<file path="src/rtl/core/msp_pkg.sv">
// Shared types, constants and codes of the multipath subflow picker.
package msp_pkg;

  // Default table depth and deroute period.
  localparam int MAX_SUBFLOWS_DEF   = 8;
  localparam int DEROUTE_PERIOD_DEF = 10;

  // Field widths fixed by the item format.
  localparam int SLOT_W   = 3;
  localparam int PATH_W   = 6;
  localparam int STATUS_W = 10;
  localparam int SEQ_W    = 32;
  localparam int RTT_W    = 32;
  localparam int MASK_W   = 32;
  localparam int ESTAB_W  = 4;
  localparam int DCNT_W   = 4;
  // Only slots reachable by the 3-bit slot field can ever be present, so
  // counts of present entries never exceed eight.
  localparam int PCNT_W   = 4;

  localparam logic [RTT_W-1:0] RTT_NONE = 32'hffff_ffff;

  // Status bit positions.
  localparam int ST_PRESENT  = 0;
  localparam int ST_CAN_SEND = 1;
  localparam int ST_PRE_EST  = 2;
  localparam int ST_FAILED   = 3;
  localparam int ST_LOSS     = 4;
  localparam int ST_RENO     = 5;
  localparam int ST_UNA_HIGH = 6;
  localparam int ST_FULLY    = 7;
  localparam int ST_SECOND   = 8;
  localparam int ST_LOW_PRIO = 9;

  // Configuration port.
  localparam int APB_ADDR_W = 2;
  localparam int APB_DATA_W = 32;
  localparam logic [APB_ADDR_W-1:0] REG_DATA_FIN_PATH = 2'd0;
  localparam logic [PATH_W-1:0]     DATA_FIN_PATH_RST = 6'd1;

  // Operation codes.
  typedef enum logic {
    OP_UPDATE   = 1'b0,
    OP_SCHEDULE = 1'b1
  } op_t;

  // Sequencer states.
  typedef enum logic [1:0] {
    ST_IDLE,
    ST_SCAN,
    ST_DECIDE
  } state_t;

  // One subflow table entry as stored in memory.
  typedef struct packed {
    logic [SEQ_W-1:0]    end_seq;
    logic [RTT_W-1:0]    rtt;
    logic [PATH_W-1:0]   path;
    logic [STATUS_W-1:0] status;
  } entry_t;

  localparam int ENTRY_W = $bits(entry_t);

  // Request context held for the duration of a schedule transaction.
  typedef struct packed {
    logic               has_packet;
    logic [SEQ_W-1:0]   packet_seq;
    logic [MASK_W-1:0]  packet_path_mask;
    logic               is_data_fin;
    logic               receive_shut;
    logic [ESTAB_W-1:0] established_count;
  } req_ctx_t;

  // Summary produced by the table scan.
  typedef struct packed {
    logic [PCNT_W-1:0] count;
    logic              first_ok;
    logic [SLOT_W-1:0] first_slot;
    logic              df_found;
    logic [SLOT_W-1:0] df_slot;
    logic              has_best;
    logic [SLOT_W-1:0] best;
    logic              has_low;
    logic [SLOT_W-1:0] low;
    logic              has_back;
    logic [SLOT_W-1:0] back;
    logic [PCNT_W-1:0] backups;
  } scan_res_t;

endpackage

</file>
<file path="src/rtl/core/msp_req_if.sv">
// Request channel interface of the multipath subflow picker.
interface msp_req_if;
  logic        valid;
  logic        ready;
  logic        operation;
  logic [2:0]  slot;
  logic [31:0] rtt_value;
  logic [9:0]  status_bits;
  logic [5:0]  path_number;
  logic [31:0] expected_seq;
  logic        has_packet;
  logic [31:0] packet_seq;
  logic [31:0] packet_path_mask;
  logic        is_data_fin;
  logic        receive_shut;
  logic [3:0]  established_count;

  modport source (
    output valid, operation, slot, rtt_value, status_bits, path_number, expected_seq,
           has_packet, packet_seq, packet_path_mask, is_data_fin, receive_shut,
           established_count,
    input  ready
  );

  modport sink (
    input  valid, operation, slot, rtt_value, status_bits, path_number, expected_seq,
           has_packet, packet_seq, packet_path_mask, is_data_fin, receive_shut,
           established_count,
    output ready
  );
endinterface

</file>
<file path="src/rtl/core/msp_res_if.sv">
// Result channel interface of the multipath subflow picker.
interface msp_res_if;
  logic       valid;
  logic       ready;
  logic       found;
  logic [2:0] chosen_slot;
  logic       clear_mask;

  modport source (
    output valid, found, chosen_slot, clear_mask,
    input  ready
  );

  modport sink (
    input  valid, found, chosen_slot, clear_mask,
    output ready
  );
endinterface

</file>
<file path="src/rtl/core/msp_ram.sv">
// Generic single-port RAM with registered read data.
module msp_ram #(
  parameter int WIDTH = 8,
  parameter int DEPTH = 8
) (
  input  logic                     clk,
  input  logic                     we,
  input  logic [$clog2(DEPTH)-1:0] addr,
  input  logic [WIDTH-1:0]         wdata,
  output logic [WIDTH-1:0]         rdata
);

  logic [WIDTH-1:0] mem [DEPTH];

  // Write on request; read data is registered every cycle.
  always_ff @(posedge clk) begin
    if (we) begin
      mem[addr] <= wdata;
    end
    rdata <= mem[addr];
  end

endmodule

</file>
<file path="src/rtl/core/msp_apb_regs.sv">
// Configuration register block behind the APB-style port.
module msp_apb_regs (
  input  logic                               clk,
  input  logic                               rst,
  input  logic                               psel,
  input  logic                               penable,
  input  logic                               pwrite,
  input  logic [msp_pkg::APB_ADDR_W-1:0]     paddr,
  input  logic [msp_pkg::APB_DATA_W-1:0]     pwdata,
  output logic [msp_pkg::APB_DATA_W-1:0]     prdata,
  output logic                               pready,
  output logic [msp_pkg::PATH_W-1:0]         data_fin_path
);

  logic wr_en;

  assign pready = 1'b1;
  assign wr_en  = psel && penable && pwrite && pready;

  // Data-fin path register.
  always_ff @(posedge clk) begin
    if (rst) begin
      data_fin_path <= msp_pkg::DATA_FIN_PATH_RST;
    end else if (wr_en && paddr == msp_pkg::REG_DATA_FIN_PATH) begin
      data_fin_path <= pwdata[msp_pkg::PATH_W-1:0];
    end
  end

  // Read-back mux.
  always_comb begin
    prdata = '0;
    if (paddr == msp_pkg::REG_DATA_FIN_PATH) begin
      prdata = msp_pkg::APB_DATA_W'(data_fin_path);
    end
  end

endmodule

</file>
<file path="src/rtl/core/msp_scan.sv">
// Table scan unit: folds one subflow entry per cycle, while enabled, into the scan summary.
module msp_scan (
  input  logic                          clk,
  input  logic                          rst,
  input  logic                          start,
  input  logic                          en,
  input  logic [msp_pkg::SLOT_W-1:0]    slot_idx,
  input  logic                          entry_ok,
  input  msp_pkg::entry_t               entry,
  input  msp_pkg::req_ctx_t             ctx,
  input  logic [msp_pkg::PATH_W-1:0]    data_fin_path,
  output msp_pkg::scan_res_t            res
);

  msp_pkg::scan_res_t          acc;
  msp_pkg::scan_res_t          acc_next;
  logic [msp_pkg::RTT_W-1:0]   best_rtt;
  logic [msp_pkg::RTT_W-1:0]   best_rtt_next;
  logic [msp_pkg::RTT_W-1:0]   low_rtt;
  logic [msp_pkg::RTT_W-1:0]   low_rtt_next;
  logic [msp_pkg::STATUS_W-1:0] st;
  logic                        present;
  logic                        lp_entry;
  logic                        usable;
  logic                        queued;
  logic                        considered;
  logic [msp_pkg::PATH_W-1:0]  path_m1;

  // An entry whose valid bit is clear reads as not present.
  assign st       = entry_ok ? entry.status : '0;
  assign present  = st[msp_pkg::ST_PRESENT];
  assign lp_entry = st[msp_pkg::ST_LOW_PRIO];

  // Availability test of the current entry.
  always_comb begin
    usable = st[msp_pkg::ST_PRESENT] && st[msp_pkg::ST_CAN_SEND] &&
             !st[msp_pkg::ST_PRE_EST] && !st[msp_pkg::ST_FAILED];
    if (st[msp_pkg::ST_LOSS] && !(st[msp_pkg::ST_RENO] && st[msp_pkg::ST_UNA_HIGH])) begin
      usable = 1'b0;
    end
    if (!st[msp_pkg::ST_FULLY] && ctx.has_packet && st[msp_pkg::ST_SECOND] &&
        entry.end_seq != ctx.packet_seq) begin
      usable = 1'b0;
    end
  end

  // Already queued on this path; paths outside 1..32 have no flag.
  assign path_m1 = entry.path - 6'd1;
  assign queued  = ctx.has_packet && entry.path != '0 && entry.path <= 6'd32 &&
                   ctx.packet_path_mask[path_m1[4:0]];

  assign considered = lp_entry ? (entry.rtt < low_rtt) : (entry.rtt < best_rtt);

  // Fold the entry into the running summary.
  always_comb begin
    acc_next      = acc;
    best_rtt_next = best_rtt;
    low_rtt_next  = low_rtt;
    if (en && present) begin
      acc_next.count = acc.count + 1'b1;
      if (acc.count == '0) begin
        acc_next.first_ok   = usable;
        acc_next.first_slot = slot_idx;
      end
      if (!acc.df_found && entry.path == data_fin_path && usable) begin
        acc_next.df_found = 1'b1;
        acc_next.df_slot  = slot_idx;
      end
      if (lp_entry) begin
        acc_next.backups = acc.backups + 1'b1;
      end
      if (considered && usable) begin
        if (queued) begin
          acc_next.has_back = 1'b1;
          acc_next.back     = slot_idx;
        end else if (lp_entry) begin
          acc_next.has_low = 1'b1;
          acc_next.low     = slot_idx;
          low_rtt_next     = entry.rtt;
        end else begin
          acc_next.has_best = 1'b1;
          acc_next.best     = slot_idx;
          best_rtt_next     = entry.rtt;
        end
      end
    end
  end

  // Summary registers, cleared at the start of each schedule transaction.
  always_ff @(posedge clk) begin
    if (rst || start) begin
      acc      <= '0;
      best_rtt <= msp_pkg::RTT_NONE;
      low_rtt  <= msp_pkg::RTT_NONE;
    end else begin
      acc      <= acc_next;
      best_rtt <= best_rtt_next;
      low_rtt  <= low_rtt_next;
    end
  end

  assign res = acc;

endmodule

</file>
<file path="src/rtl/core/multipath_subflow_picker_unit.sv">
// Top level of the multipath subflow picker: table memory, sequencer and decision.
// Update transaction: written to memory at the accepting edge, no result.
// Schedule transaction: the table memory is read one entry per cycle, each read word is folded into
// the scan summary, the decision is registered once the output register is free, and the next
// request is taken only after the sequencer has returned to idle.
// Synchronous reset clears all entry valid bits, the deroute counter and data_fin_path to 1.
module multipath_subflow_picker_unit #(
  parameter int MAX_SUBFLOWS   = msp_pkg::MAX_SUBFLOWS_DEF,
  parameter int DEROUTE_PERIOD = msp_pkg::DEROUTE_PERIOD_DEF
) (
  input  logic                           clk,
  input  logic                           rst,
  msp_req_if.sink                        req,
  msp_res_if.source                      res,
  input  logic                           psel,
  input  logic                           penable,
  input  logic                           pwrite,
  input  logic [msp_pkg::APB_ADDR_W-1:0] paddr,
  input  logic [msp_pkg::APB_DATA_W-1:0] pwdata,
  output logic [msp_pkg::APB_DATA_W-1:0] prdata,
  output logic                           pready
);

  localparam int IDX_W = $clog2(MAX_SUBFLOWS);
  localparam int CNT_W = $clog2(MAX_SUBFLOWS + 1);

  msp_pkg::state_t             state;
  msp_pkg::state_t             state_next;
  logic [CNT_W-1:0]            rd_cnt;
  logic                        rd_pending;
  logic [IDX_W-1:0]            rd_idx;
  logic [MAX_SUBFLOWS-1:0]     valid;
  logic [msp_pkg::DCNT_W-1:0]  deroute_count;
  logic [msp_pkg::DCNT_W:0]    deroute_inc;
  msp_pkg::req_ctx_t           ctx;
  logic [msp_pkg::PATH_W-1:0]  data_fin_path;

  logic                        accept;
  logic                        upd_we;
  logic                        scan_start;
  logic                        rd_issue;
  logic                        scan_done;
  logic                        out_free;
  logic                        dec_load;
  logic [IDX_W-1:0]            ram_addr;
  msp_pkg::entry_t             wr_entry;
  logic [msp_pkg::ENTRY_W-1:0] rd_word;
  msp_pkg::entry_t             rd_entry;
  msp_pkg::scan_res_t          scan_res;

  logic                        dec_found;
  logic [msp_pkg::SLOT_W-1:0]  dec_slot;
  logic                        dec_clear;
  logic                        dec_advance;

  logic                        res_valid;
  logic                        res_found;
  logic [msp_pkg::SLOT_W-1:0]  res_slot;
  logic                        res_clear;

  // Configuration registers.
  msp_apb_regs u_regs (
    .clk           (clk),
    .rst           (rst),
    .psel          (psel),
    .penable       (penable),
    .pwrite        (pwrite),
    .paddr         (paddr),
    .pwdata        (pwdata),
    .prdata        (prdata),
    .pready        (pready),
    .data_fin_path (data_fin_path)
  );

  // Request handshake and update write.
  assign req.ready  = (state == msp_pkg::ST_IDLE);
  assign accept     = req.valid && req.ready;
  assign upd_we     = accept && (req.operation == msp_pkg::OP_UPDATE) &&
                      (32'(req.slot) < MAX_SUBFLOWS);
  assign scan_start = accept && (req.operation == msp_pkg::OP_SCHEDULE);

  assign wr_entry.end_seq = req.expected_seq;
  assign wr_entry.rtt     = req.rtt_value;
  assign wr_entry.path    = req.path_number;
  assign wr_entry.status  = req.status_bits;

  // The port writes in idle and reads one entry per cycle while scanning.
  assign rd_issue  = (state == msp_pkg::ST_SCAN) && (32'(rd_cnt) < MAX_SUBFLOWS);
  assign scan_done = (state == msp_pkg::ST_SCAN) && !rd_issue && rd_pending;
  assign ram_addr  = (state == msp_pkg::ST_IDLE) ? IDX_W'(req.slot) : rd_cnt[IDX_W-1:0];

  msp_ram #(
    .WIDTH (msp_pkg::ENTRY_W),
    .DEPTH (MAX_SUBFLOWS)
  ) u_table (
    .clk   (clk),
    .we    (upd_we),
    .addr  (ram_addr),
    .wdata (wr_entry),
    .rdata (rd_word)
  );

  assign rd_entry = rd_word;

  // Per-entry valid bits; an entry never written reads as not present.
  always_ff @(posedge clk) begin
    if (rst) begin
      valid <= '0;
    end else if (upd_we) begin
      valid[IDX_W'(req.slot)] <= 1'b1;
    end
  end

  // Read sequencing.
  always_ff @(posedge clk) begin
    if (rst) begin
      rd_cnt     <= '0;
      rd_pending <= 1'b0;
    end else begin
      rd_pending <= rd_issue;
      if (scan_start) begin
        rd_cnt <= '0;
      end else if (rd_issue) begin
        rd_cnt <= rd_cnt + 1'b1;
      end
    end
  end

  always_ff @(posedge clk) begin
    rd_idx <= rd_cnt[IDX_W-1:0];
  end

  // Request context held for the scan.
  always_ff @(posedge clk) begin
    if (scan_start) begin
      ctx.has_packet        <= req.has_packet;
      ctx.packet_seq        <= req.packet_seq;
      ctx.packet_path_mask  <= req.packet_path_mask;
      ctx.is_data_fin       <= req.is_data_fin;
      ctx.receive_shut      <= req.receive_shut;
      ctx.established_count <= req.established_count;
    end
  end

  msp_scan u_scan (
    .clk           (clk),
    .rst           (rst),
    .start         (scan_start),
    .en            (rd_pending),
    .slot_idx      (msp_pkg::SLOT_W'(rd_idx)),
    .entry_ok      (valid[rd_idx]),
    .entry         (rd_entry),
    .ctx           (ctx),
    .data_fin_path (data_fin_path),
    .res           (scan_res)
  );

  // Decision over the scan summary.
  always_comb begin
    dec_found   = 1'b0;
    dec_slot    = '0;
    dec_clear   = 1'b0;
    dec_advance = 1'b0;
    if (scan_res.count == 4'd1) begin
      // Single present entry.
      if (scan_res.first_ok) begin
        dec_found = 1'b1;
        dec_slot  = scan_res.first_slot;
      end
    end else if (ctx.receive_shut && ctx.has_packet && ctx.is_data_fin &&
                 scan_res.df_found) begin
      // Data fin answered on its configured path.
      dec_found = 1'b1;
      dec_slot  = scan_res.df_slot;
    end else begin
      dec_advance = 1'b1;
      dec_clear   = !((ctx.established_count == scan_res.backups) && scan_res.has_low) &&
                    !scan_res.has_best && scan_res.has_back && ctx.has_packet;
      if (deroute_count != '0) begin
        if (scan_res.has_best) begin
          dec_found = 1'b1;
          dec_slot  = scan_res.best;
        end
      end else if (scan_res.has_low) begin
        dec_found = 1'b1;
        dec_slot  = scan_res.low;
      end else if (scan_res.has_back) begin
        dec_found = 1'b1;
        dec_slot  = scan_res.back;
      end
    end
  end

  assign out_free    = !res_valid || res.ready;
  assign dec_load    = (state == msp_pkg::ST_DECIDE) && out_free;
  assign deroute_inc = {1'b0, deroute_count} + 1'b1;

  // Deroute counter, wrapping at the period.
  always_ff @(posedge clk) begin
    if (rst) begin
      deroute_count <= '0;
    end else if (dec_load && dec_advance) begin
      if (32'(deroute_inc) >= DEROUTE_PERIOD) begin
        deroute_count <= '0;
      end else begin
        deroute_count <= deroute_inc[msp_pkg::DCNT_W-1:0];
      end
    end
  end

  // Output register.
  always_ff @(posedge clk) begin
    if (rst) begin
      res_valid <= 1'b0;
    end else if (dec_load) begin
      res_valid <= 1'b1;
    end else if (res.ready) begin
      res_valid <= 1'b0;
    end
  end

  always_ff @(posedge clk) begin
    if (dec_load) begin
      res_found <= dec_found;
      res_slot  <= dec_slot;
      res_clear <= dec_clear;
    end
  end

  assign res.valid       = res_valid;
  assign res.found       = res_found;
  assign res.chosen_slot = res_slot;
  assign res.clear_mask  = res_clear;

  // Sequencer state register.
  always_ff @(posedge clk) begin
    if (rst) begin
      state <= msp_pkg::ST_IDLE;
    end else begin
      state <= state_next;
    end
  end

  // Sequencer next state.
  always_comb begin
    state_next = state;
    case (state)
      msp_pkg::ST_IDLE: begin
        if (scan_start) begin
          state_next = msp_pkg::ST_SCAN;
        end
      end
      msp_pkg::ST_SCAN: begin
        if (scan_done) begin
          state_next = msp_pkg::ST_DECIDE;
        end
      end
      msp_pkg::ST_DECIDE: begin
        if (out_free) begin
          state_next = msp_pkg::ST_IDLE;
        end
      end
      default: begin
        state_next = msp_pkg::ST_IDLE;
      end
    endcase
  end

  // Memory read data is only consumed while scanning.
  a_pending_in_scan: assert property (@(posedge clk) disable iff (rst)
    rd_pending |-> (state == msp_pkg::ST_SCAN))
    else $error("table read data arrived outside the scan");

  // The deroute counter stays inside its period.
  a_deroute_range: assert property (@(posedge clk) disable iff (rst)
    32'(deroute_count) < DEROUTE_PERIOD)
    else $error("deroute counter out of range");

  // A finished decision always lands in the output register.
  a_decide_loads: assert property (@(posedge clk) disable iff (rst)
    dec_load |=> res_valid)
    else $error("decision was not presented");

  // No entry chosen means the slot reads as zero.
  a_slot_zero: assert property (@(posedge clk) disable iff (rst)
    (res_valid && !res_found) |-> (res_slot == '0))
    else $error("slot nonzero without a chosen entry");

  // An update transaction never moves the deroute counter.
  a_update_keeps_count: assert property (@(posedge clk) disable iff (rst)
    (accept && req.operation == msp_pkg::OP_UPDATE) |=> $stable(deroute_count))
    else $error("update changed the deroute counter");

endmodule

</file>
<file path="src/flat_wrapper.sv">
// flat-port wrapper written by rule: the top's interface ports become plain ports
module multipath_subflow_picker_unit_flat 
#(
  parameter int MAX_SUBFLOWS   = msp_pkg::MAX_SUBFLOWS_DEF,
  parameter int DEROUTE_PERIOD = msp_pkg::DEROUTE_PERIOD_DEF
)
  (clk, rst, psel, penable, pwrite, paddr, pwdata, prdata, pready, req_valid, req_operation, req_slot, req_rtt_value, req_status_bits, req_path_number, req_expected_seq, req_has_packet, req_packet_seq, req_packet_path_mask, req_is_data_fin, req_receive_shut, req_established_count, req_ready, res_valid, res_found, res_chosen_slot, res_clear_mask, res_ready);
  msp_req_if req_i ();
  msp_res_if res_i ();
  input  logic clk;
  input  logic rst;
  input  logic psel;
  input  logic penable;
  input  logic pwrite;
  input  logic [msp_pkg::APB_ADDR_W-1:0] paddr;
  input  logic [msp_pkg::APB_DATA_W-1:0] pwdata;
  output logic [msp_pkg::APB_DATA_W-1:0] prdata;
  output logic pready;
  input wire logic [$bits(req_i.valid)-1:0] req_valid;
  input wire logic [$bits(req_i.operation)-1:0] req_operation;
  input wire logic [$bits(req_i.slot)-1:0] req_slot;
  input wire logic [$bits(req_i.rtt_value)-1:0] req_rtt_value;
  input wire logic [$bits(req_i.status_bits)-1:0] req_status_bits;
  input wire logic [$bits(req_i.path_number)-1:0] req_path_number;
  input wire logic [$bits(req_i.expected_seq)-1:0] req_expected_seq;
  input wire logic [$bits(req_i.has_packet)-1:0] req_has_packet;
  input wire logic [$bits(req_i.packet_seq)-1:0] req_packet_seq;
  input wire logic [$bits(req_i.packet_path_mask)-1:0] req_packet_path_mask;
  input wire logic [$bits(req_i.is_data_fin)-1:0] req_is_data_fin;
  input wire logic [$bits(req_i.receive_shut)-1:0] req_receive_shut;
  input wire logic [$bits(req_i.established_count)-1:0] req_established_count;
  output wire logic [$bits(req_i.ready)-1:0] req_ready;
  output wire logic [$bits(res_i.valid)-1:0] res_valid;
  output wire logic [$bits(res_i.found)-1:0] res_found;
  output wire logic [$bits(res_i.chosen_slot)-1:0] res_chosen_slot;
  output wire logic [$bits(res_i.clear_mask)-1:0] res_clear_mask;
  input wire logic [$bits(res_i.ready)-1:0] res_ready;
  assign req_i.valid = req_valid;
  assign req_i.operation = req_operation;
  assign req_i.slot = req_slot;
  assign req_i.rtt_value = req_rtt_value;
  assign req_i.status_bits = req_status_bits;
  assign req_i.path_number = req_path_number;
  assign req_i.expected_seq = req_expected_seq;
  assign req_i.has_packet = req_has_packet;
  assign req_i.packet_seq = req_packet_seq;
  assign req_i.packet_path_mask = req_packet_path_mask;
  assign req_i.is_data_fin = req_is_data_fin;
  assign req_i.receive_shut = req_receive_shut;
  assign req_i.established_count = req_established_count;
  assign req_ready = req_i.ready;
  assign res_valid = res_i.valid;
  assign res_found = res_i.found;
  assign res_chosen_slot = res_i.chosen_slot;
  assign res_clear_mask = res_i.clear_mask;
  assign res_i.ready = res_ready;
  multipath_subflow_picker_unit #(.MAX_SUBFLOWS(MAX_SUBFLOWS), .DEROUTE_PERIOD(DEROUTE_PERIOD)) u_core (.clk(clk), .rst(rst), .req(req_i), .res(res_i), .psel(psel), .penable(penable), .pwrite(pwrite), .paddr(paddr), .pwdata(pwdata), .prdata(prdata), .pready(pready));
endmodule
</file>
<file path="config.mk">
export PLATFORM = sky130hd
export DESIGN_NAME = multipath_subflow_picker_unit_flat
export DESIGN_NICKNAME = d
export VERILOG_FILES = /design/src/rtl/core/msp_pkg.sv /design/src/rtl/core/msp_req_if.sv /design/src/rtl/core/msp_res_if.sv /design/src/rtl/core/msp_ram.sv /design/src/rtl/core/msp_apb_regs.sv /design/src/rtl/core/msp_scan.sv /design/src/rtl/core/multipath_subflow_picker_unit.sv /design/src/flat_wrapper.sv
export SDC_FILE = /design/constraint.sdc
export NUM_CORES = 1
export LEC_CHECK = 0
export BUFFER_PORTS_ARGS = -buffer_cell sky130_fd_sc_hd__buf_4
export CAP_MARGIN = 10
export CORE_UTILIZATION = 35
export CTS_CLUSTER_DIAMETER = 60
export DETAILED_ROUTE_END_ITERATION = 16
export SKIP_LAST_GASP = 1
export SLEW_MARGIN = 20
export SYNTH_ARGS = -nofsm -noshare
export SYNTH_HDL_FRONTEND = slang
export SYNTH_SLANG_ARGS = --single-unit
</file>
<file path="constraint.sdc">
create_clock -name clk -period 14.4 [get_ports clk]
set_clock_uncertainty 0.2 [all_clocks]
set_input_delay 1.44 -clock clk [delete_from_list [all_inputs] [get_ports clk]]
set_output_delay 1.44 -clock clk [all_outputs]
set_load 0.005 [all_outputs]
</file>
==> results.cfg, run 1 <==
[outcome]
outcome = finished, final reports clean

[cts]
cts_tree = done
cts_buffers = 95
clk_latency_ns = 0.67
clk_path_buf_depth = 3
cts_root_buf = clkbuf_16
clkTransAtPathRegs_ns = 0.06
postCtsSetupBuffers = 0
cts_resized = 0
postCtsHoldBufs = 0
cts_sinks = 917
cts_max_level = 3

[grt]
antenna_found_initial = 14
grt_pass1_wl_um = 134000
gr-total-overflow = 0
grt_usage_pct = 17.4
grt_pass1_vias = 21041
grt_max_degree = 132

[yosys]
ys_seq_area_share_pct = 71.6
synth_top_area_share_pct = 60.3
synthCells = 2635
synthArstFlopShare_pct = 0
synth_largest_area_cell = edfxtp_1
synthTopCellsByCount = edfxtp_1 (716), nand2_1 (383), a21oi_1 (237), dfxtp_1 (201), nor2_1 (179)
ys_ff_latch = 917
synthTopCellsByArea = edfxtp_1 (60%), dfxtp_1 (11%), nand2_1 (4.0%)
post_synth.cell_area_avg_um2 = 13.5
synthesis.area_um2 = 35600
yosys_most_used_dff = edfxtp_1
yosysMostFrequentCell = edfxtp_1
synth_edf_count = 716
ys_warn_count = 0
ys_types = 55

[placed_design]
port_buffers = 182
place_hpwl_um = 51300
place_ws_ns = 9.25
gp_congestion = 0.769

[drt]
vias = 21623
ant_nets = 0
drt_iter0_markers = 1677
wl_per_cell_um = 21.2
drt-total-wl_um = 90500
drcViolationCount = 0
first_pass_iters = 5
via_per_inst = 5.07

[timing]
worst_pin_slew_ns = 1.11
tns_ns = 0
finalMaxSlewViolations = 0
fin_crit_ns = 4.73
setup_viol_count_final = 0
finalCritPeriodShare_pct = 32.8
rsz0062_at_grt = false
hold_viol_final = 0
slew_headroom_pct = 26.0
fmax_mhz = 211
timing.final.ws_setup_ns = 9.67

[worst_setup_path]
r2r-end = u_core.u_scan.best_rtt[30]
worstPathArrival_ns = 5.12
critPathLaunchType = register
r2r_slack_ns = 9.67
worst_r2r_path_depth = 11
crit_buf_inv = 2
cp_max_fo = 32
required_ns = 14.79
path_delay_family = simple AND/OR/NAND/NOR gates
slowest_delay_ns = 0.82
worstPathCellList = inv_1 > ha_1 > xor2_1 > mux2_2 > o2111ai_1 > o22ai_1 > nor2_2 > nand4_1 > nor3b_2 > buf_4 > mux2i_1
crit_path_end_kind = register
r2r_start = u_core.u_table.rdata[10]
crit_slowest_cell = dfxtp_1
critPathKind = register to register

[power]
power_frac_comb_pct = 7.5
power_frac_clock_pct = 41.4
power.leakage_nw = 15.2
swShare_pct = 23.6
powerDensity_nw_per_um2 = 140
p_seq_share_pct = 51.1
p_sw_mw = 1.37
irDropWorstVdd_uv = 102
p_int_mw = 4.45

[worst_hold_path]
holdCritStartpoint = u_core.u_scan.res[5]
hold_end = u_core.u_scan.res[5]
hold_depth = 2
min_path_type = register to register

[die]
die_w_um = 321
io_pins = 236
die_h_um = 321
die_area_um2 = 103000
num_rows = 116
core-area_um2 = 100000
initial_core_util_pct = 35.5

[final_layout]
seq_area_um2 = 25500
multi_input_area_um2 = 9300
final_nets = 3087
drive_gt1_share_pct = 14.1
syn_to_final_growth_pct = 16.8
fill_cells = 9263

[run]
max_cap_viol_count = 0
## metal layers
layer / part of all wire (%) / global-route usage (%) / vias to the layer above
li1: - / - / 10037
met1: 43 / 23.5 / 10723
met2: 47 / 27.8 / 683
met3: 7.5 / 3.87 / 158
met4: 2.3 / 5.17 / 22
met5: 0.16 / 0 / -
## state kept, by name, summed over array words and instances, names as in the netlist, 2 cells and up
name and flops:
u_core.valid 8, u_core.u_table.mem 640, u_core.u_scan.res 28, u_core.u_scan.low_rtt 32, u_core.u_regs.data_fin_path 6, u_core.res.chosen_slot 3, u_core.deroute_count 4, u_core.rd_cnt 4
u_core.u_scan.best_rtt 32, u_core.state 2, u_core.u_table.rdata 80, u_core.ctx 71, u_core.rd_idx 3
## cells in the final DEF (no fill, tap or decap), drive strengths merged, types with 23 or more instances in the layout
master and count:
a211oi 110, a21oi 237, a22oi 56, buf 223, clkbuf 132, clkinv 38, conb 27, dfxtp 201
edfxtp 716, ha 72, inv 79, mux2i 122, nand2 383, nand4 23, nor2 180, o21ai 72
o22ai 53, xnor2 43
## layout make-up
type / instances / area share (%)
antenna: 3 / 0.0180
clock buffer: 132 / 6.48
clock inverter: 48 / 1.03
inverter: 75 / 0.676
multi-input combinational: 1507 / 22.3
sequential: 917 / 61.3
tap: 1357 / 4.08
timing repair buffer: 223 / 4.06
## stage by stage
step / cells / hold WS [ns] / utilization (%) / cell area, µm² / power, mW
6_report: 4262 / 0.260 / 41.5 / 41600 / 5.83
5_1_grt: 4260 / 0.288 / 41.4 / 41600 / 6.02
4_1_cts: 4259 / 0.262 / 41.4 / 41600 / 5.88
3_5_place_dp: 4079 / 0.253 / 38.3 / 38500 / 3.47
3_3_place_gp: 4079 / 0.244 / 38.3 / 38500 / 3.47
2_1_floorplan: 2660 / 0.183 / - / 35700 / 3.27
## tightest hold or removal path, stage by stage (launching register included)
cell and delay (ns):
dfxtp_1 0.31, nand2_1 0.05, mux2i_1 0.05
## kinds of logic after synthesis
family | share of synthesized area, %
fa+ha+maj | 2.53
xor+xnor | 1.38
buf+inv | 3.06
simple gates | 7.45
other cells | 0.0211
mux | 4.33
compound gates | 9.61
flops | 71.6
## power groups by stage
stage | clock [mW] | combinational [mW] | sequential (mW)
6_report | 2.41 | 0.435 | 2.98
5_1_grt | 2.57 | 0.476 | 2.98
3_5_place_dp | 0 | 0.439 | 3.03
4_1_cts | 2.46 | 0.441 | 2.98
3_3_place_gp | 0 | 0.436 | 3.03
2_1_floorplan | 0 | 0.255 | 3.01
## worst max-delay path by stage
| stage | startpoint | endpoint | slack (ns) | cells past startpoint |
|---|---|---|---|---|
| finish | u_core.u_table.rdata[10] | u_core.u_scan.best_rtt[30] | 9.67 | 11 |
| detailed placement | req_slot[2] | u_core.u_table.mem[5][39] | 9.25 | 6 |
| CTS | u_core.u_table.rdata[10] | u_core.u_scan.best_rtt[30] | 9.44 | 11 |
| floorplan | req_slot[2] | u_core.u_table.mem[3][0] | 5.73 | 5 |
| global route | u_core.u_table.rdata[10] | u_core.u_scan.best_rtt[10] | 9.19 | 11 |
| global placement | req_slot[2] | u_core.u_table.mem[4][39] | 9.25 | 6 |
(Power assumes the default switching activity.)
==> run 2, diff against run 1 <==
==> constraint.sdc (replaced) <==
create_clock -name clk -period 4.95 [get_ports clk]
set_clock_uncertainty 0.2 [all_clocks]
set_input_delay 0.495 -clock clk [delete_from_list [all_inputs] [get_ports clk]]
set_output_delay 0.495 -clock clk [all_outputs]
set_load 0.005 [all_outputs]
==> run 2 against run 1 <==
  * Sequential power increased to 2.9 times the previous value
  * Clock-buffer cell count decreased by 1
  * Global-route usage increased by 0.23 points
  * Fmax increased by 22%
  * Non-clock buffer count increased by 176
  * Critical endpoint is now u_core.u_scan.best_rtt[13]
  * Largest cell class unchanged
  * Highest routed layer unchanged
==> results.cfg, run 2 (synthesis results as in run 1) <==
[timing]
timing.final.ws_setup_ns = 1.07
finalCritPeriodShare_pct = 78.5
setup_viol_count_final = 0
worst_pin_slew_ns = 0.980
worst_hold_slack_ns = 0.101
hold_viol_final = 0
rsz0062_at_grt = false
fmax_mhz = 257
slew_headroom_pct = 33.3
fin_crit_ns = 3.88
finalMaxSlewViolations = 0

[final_layout]
top_regs = u_core.u_table.mem (640), u_core.u_table.rdata (80), u_core.ctx (71)
syn_to_final_growth_pct = 22.2
final_nets = 3263
drive_gt1_share_pct = 13.9
largest_reg_flops = 640
final_core_util_pct = 43.4
layout.cells.non_filler = 4435
final_common_cell = edfxtp_1
mostFrequentLayoutCells = edfxtp_1 (716), nand2_1 (383), a21oi_1 (237), buf_4 (225), dfxtp_1 (201)
largest_register = u_core.u_table.mem

[placed_design]
place_ws_ns = 0.988
place_hpwl_um = 52300
gp_congestion = 0.765
dp.cells = 4091
port_buffers = 182

[drt]
vias = 22126
wl_per_cell_um = 20.6
via_per_inst = 4.99
drt_iter0_markers = 1664
drt-total-wl_um = 91500
ant_nets = 0
first_pass_iters = 5
drcViolationCount = 0

[cts]
postCtsHoldBufs = 164
clk_latency_ns = 0.67
clkTransAtPathRegs_ns = 0.06
cts_max_level = 3
cts_buffers = 95
cts_tree = done
postCtsSetupBuffers = 0
cts_root_buf = clkbuf_16
cts_resized = 0
clk_path_buf_depth = 3
cts_sinks = 917

[die]
die_w_um = 321
initial_core_util_pct = 35.5
core-area_um2 = 100000
die_area_um2 = 103000
num_rows = 116
io_pins = 236
die_h_um = 321

[grt]
antenna_found_initial = 12
grt_pass1_wl_um = 136000
met2_usage_pct = 29.0
grtUsageMet3_pct = 3.43
grt-busiest-layer = met2
grt_max_degree = 103
gr-total-overflow = 0
grt_usage_pct = 17.6
grt_pass1_vias = 21958
grt_use_met1_pct = 23.6

[power]
power.leakage_nw = 16.0
powerDensity_nw_per_um2 = 396
irDropWorstVdd_uv = 316

[worst_setup_path]
cp_max_fo = 32
r2r_start = u_core.u_table.rdata[11]
critPathKind = register to register
crit_path_end_kind = register
worst_r2r_path_depth = 11
r2r-end = u_core.u_scan.best_rtt[13]
required_ns = 5.33
r2r_slack_ns = 1.07
critPathLaunchType = register
worstPathArrival_ns = 4.26

[worst_hold_path]
min_path_type = primary input to register
hold_end = u_core.valid[2]
holdCritStartpoint = req_slot[2]
hold_depth = 4

[outcome]
outcome = finished, final reports clean

[run]
max_cap_viol_count = 0
[run 2: worst max path at each step]
stage	endpoint	slack (ns)	from
global route	u_core.u_scan.best_rtt[9]	0.84	u_core.u_table.rdata[11]
floorplan	u_core.u_table.mem[6][0]	-0.69	u_core.state[0]
global placement	u_core.u_scan.best_rtt[2]	1.13	u_core.u_table.rdata[11]
finish	u_core.u_scan.best_rtt[13]	1.07	u_core.u_table.rdata[11]
detailed placement	u_core.u_scan.best_rtt[9]	0.99	u_core.u_table.rdata[11]
CTS	u_core.u_scan.best_rtt[9]	0.96	u_core.u_table.rdata[11]
[run 2: critical path, cell delays in order, from the launching register on]
cell       delay, ns
dfxtp_1         0.40
inv_1           0.08
ha_1            0.56
mux4_1          0.37
mux2_2          0.31
o2111ai_1       0.23
o22ai_1         0.14
nor2_2          0.19
nand4_1         0.15
nor3b_2         0.57
buf_12          0.34
mux2i_1         0.24
[run 2: per-stage QoR]
stage                     power [mW]  TNS (ns)  cell area, µm²
final                           17.2         0           43600
after global routing            17.8         0           43600
after CTS                       17.4         0           43600
after detailed placement        10.1         0           38700
after global placement          10.1         0           38700
after floorplan                 9.51   -164.21           35800
[run 2: area by class of cell]
cell class              instances  area [µm²]
fillers                      9124       56900
flip-flops and latches        917       25500
multi-input cells            1507        9330
repair buffers                399        3540
clock buffers                 131        2690
well taps                    1357        1700
clock inverters                47         495
inverters                      75         282
diodes                          2        5.00
[run 2: report_power, final]
group          switching (mW)  internal [mW]
Sequential              0.146           8.51
Clock                    3.01           4.15
Combinational           0.876          0.532
[run 2: per-layer routing]
metal	routed length (µm)	part of all wire [%]
met5	84	0.092
met4	2080	2.3
met3	5730	6.3
met2	43300	47
met1	40300	44
==> run 3, diff against run 2 <==
==> constraint.sdc (replaced) <==
create_clock -name clk -period 3.8 [get_ports clk]
set_clock_uncertainty 0.2 [all_clocks]
set_input_delay 0.38 -clock clk [delete_from_list [all_inputs] [get_ports clk]]
set_output_delay 0.38 -clock clk [all_outputs]
set_load 0.005 [all_outputs]
==> run 3 against run 2 <==
  * Flip-flop and latch count did not move
  * Combinational power rose by 33%
  * Non-clock buffer count rose by 20
  * Global-route usage barely moved
  * Power rose by 30%
  * First-iteration DRC count fell by 3.7%
  * Fmax rose by 10%
  * Critical path type unchanged
  * Critical endpoint is now u_core.valid[2]
  * Clock power rose by 28%
  * Critical path depth fell by 3
  * Sequential share of layout area fell by 0.36 points
  * Largest power group unchanged
  * Via count rose by 0.44%
==> results.cfg, run 3 (synthesis results as in run 1) <==
[drt]
drt_iter0_markers = 1603
vias = 22224
drcViolationCount = 0
via_per_inst = 4.99
first_pass_iters = 7
ant_nets = 0
drt-total-wl_um = 91200
wl_per_cell_um = 20.5

[placed_design]
gp_congestion = 0.768
postPlaceCellArea_um2 = 39000
dp.cells = 4107
place_ws_ns = 0.418
place_hpwl_um = 52700
port_buffers = 182

[final_layout]
syn_to_final_growth_pct = 23.0
final_nets = 3281
final_common_cell = edfxtp_1
largest_register = u_core.u_table.mem
design_area_um2 = 43800
largest_reg_flops = 640
layout.cells.non_filler = 4451
fill_cells = 9053
top_regs = u_core.u_table.mem (640), u_core.u_table.rdata (80), u_core.ctx (71)
final_core_util_pct = 43.6
drive_gt1_share_pct = 14.3
mostFrequentLayoutCells = edfxtp_1 (716), nand2_1 (382), a21oi_1 (237), buf_4 (227), dfxtp_1 (201)

[timing]
slew_headroom_pct = 38.4
tns_ns = 0
worst_hold_slack_ns = 0.249
timing.final.ws_setup_ns = 0.285
fin_crit_ns = 3.52
finalCritPeriodShare_pct = 92.5
worst_pin_slew_ns = 0.922
finalMaxSlewViolations = 0
hold_viol_final = 0
fmax_mhz = 284
setup_viol_count_final = 0
rsz0062_at_grt = false

[die]
die_h_um = 321
num_rows = 116
die_w_um = 321
core-area_um2 = 100000
die_area_um2 = 103000
io_pins = 236
initial_core_util_pct = 35.5

[run]
max_cap_viol_count = 0

[worst_setup_path]
crit_slowest_cell = dlygate4sd3_1
required_ns = 4.19
cp_max_fo = 9
worstPathCellList = nor2_4 > mux2i_4 > nand2_1 > nor3b_1 > dlygate4sd3_1 > nor2_1 > nor2_1 > dlygate4sd3_1
crit_path_end_kind = register
path_delay_family = simple AND/OR/NAND/NOR gates
critPathLaunchType = register
crit_buf_inv = 2
worstPathArrival_ns = 3.91
critPathKind = register to register
slowest_delay_ns = 0.61

[cts]
postCtsSetupBuffers = 0
cts_sinks = 917
cts_tree = done
clk_latency_ns = 0.65
cts_resized = 0
clk_path_buf_depth = 3
cts_max_level = 3
clkTransAtPathRegs_ns = 0.06
cts_buffers = 93
cts_root_buf = clkbuf_16

[power]
p_sw_mw = 5.16
power_mw = 22.3
p_seq_share_pct = 50.5
power_frac_clock_pct = 41.1
p_int_mw = 17.2
power_frac_comb_pct = 8.4
irDropWorstVdd_uv = 423
power.leakage_nw = 16.1
powerDensity_nw_per_um2 = 509
swShare_pct = 23.1

[worst_hold_path]
min_path_type = primary input to register

[grt]
grt_usage_pct = 17.6
gr-total-overflow = 0
grt_pass1_wl_um = 137000
grt_max_degree = 109
antenna_found_initial = 12
grt_pass1_vias = 21901

[outcome]
outcome = finished, final reports clean
==> run 3: layout make-up <==
| type | count | area [µm²] | share of cell area [%] |
|---|---|---|---|
| diodes | 2 | 5.00 | 0.0114 |
| inverters | 75 | 282 | 0.642 |
| flip-flops and latches | 917 | 25500 | 58.2 |
| clock buffers | 137 | 2760 | 6.31 |
| well taps | 1357 | 1700 | 3.87 |
| clock inverters | 37 | 348 | 0.794 |
| multi-input cells | 1507 | 9350 | 21.3 |
| repair buffers | 419 | 3870 | 8.82 |
==> run 3: worst register-to-register path, stage by stage, from the launching register on <==
cell	delay, ns
dfxtp_1	0.33
nor2_4	0.46
mux2i_4	0.47
nand2_1	0.35
nor3b_1	0.36
dlygate4sd3_1	0.61
nor2_1	0.04
nor2_1	0.08
dlygate4sd3_1	0.56
==> run 3: power by group through the flow <==
stage	Sequential, mW	Clock (mW)	Combinational (mW)
floorplan	11.4	0	0.984
global placement	11.5	0	1.72
detailed placement	11.5	0	1.73
CTS	11.3	9.34	1.89
global route	11.3	9.76	2.05
finish	11.3	9.18	1.87
==> run 3: layer usage <==
layer | track usage [%] | wire (µm) | up-vias
met5 | 0 | 86 | -
met4 | 4.62 | 1950 | 14
met3 | 3.71 | 6080 | 142
met2 | 28.6 | 43100 | 701
met1 | 23.8 | 40100 | 10942
li1 | - | - | 10425
==> run 3: worst paths after layout <==
path         slack (ns)                   end                     start  cells after the start
max                0.28       u_core.valid[2]           u_core.state[0]                      8
min                0.25        u_core.ctx[33]  req_packet_path_mask[27]                      2
max reg2reg        0.28       u_core.valid[2]           u_core.state[0]                      8
min reg2reg        0.26  u_core.u_scan.res[4]      u_core.u_scan.res[4]                      2
==> run 3: timing repair <==
item,4_1_cts,5_1_grt
hold endpoints to repair,732,0
endpoints found under the setup margin,0,0
hold buffers,168,0
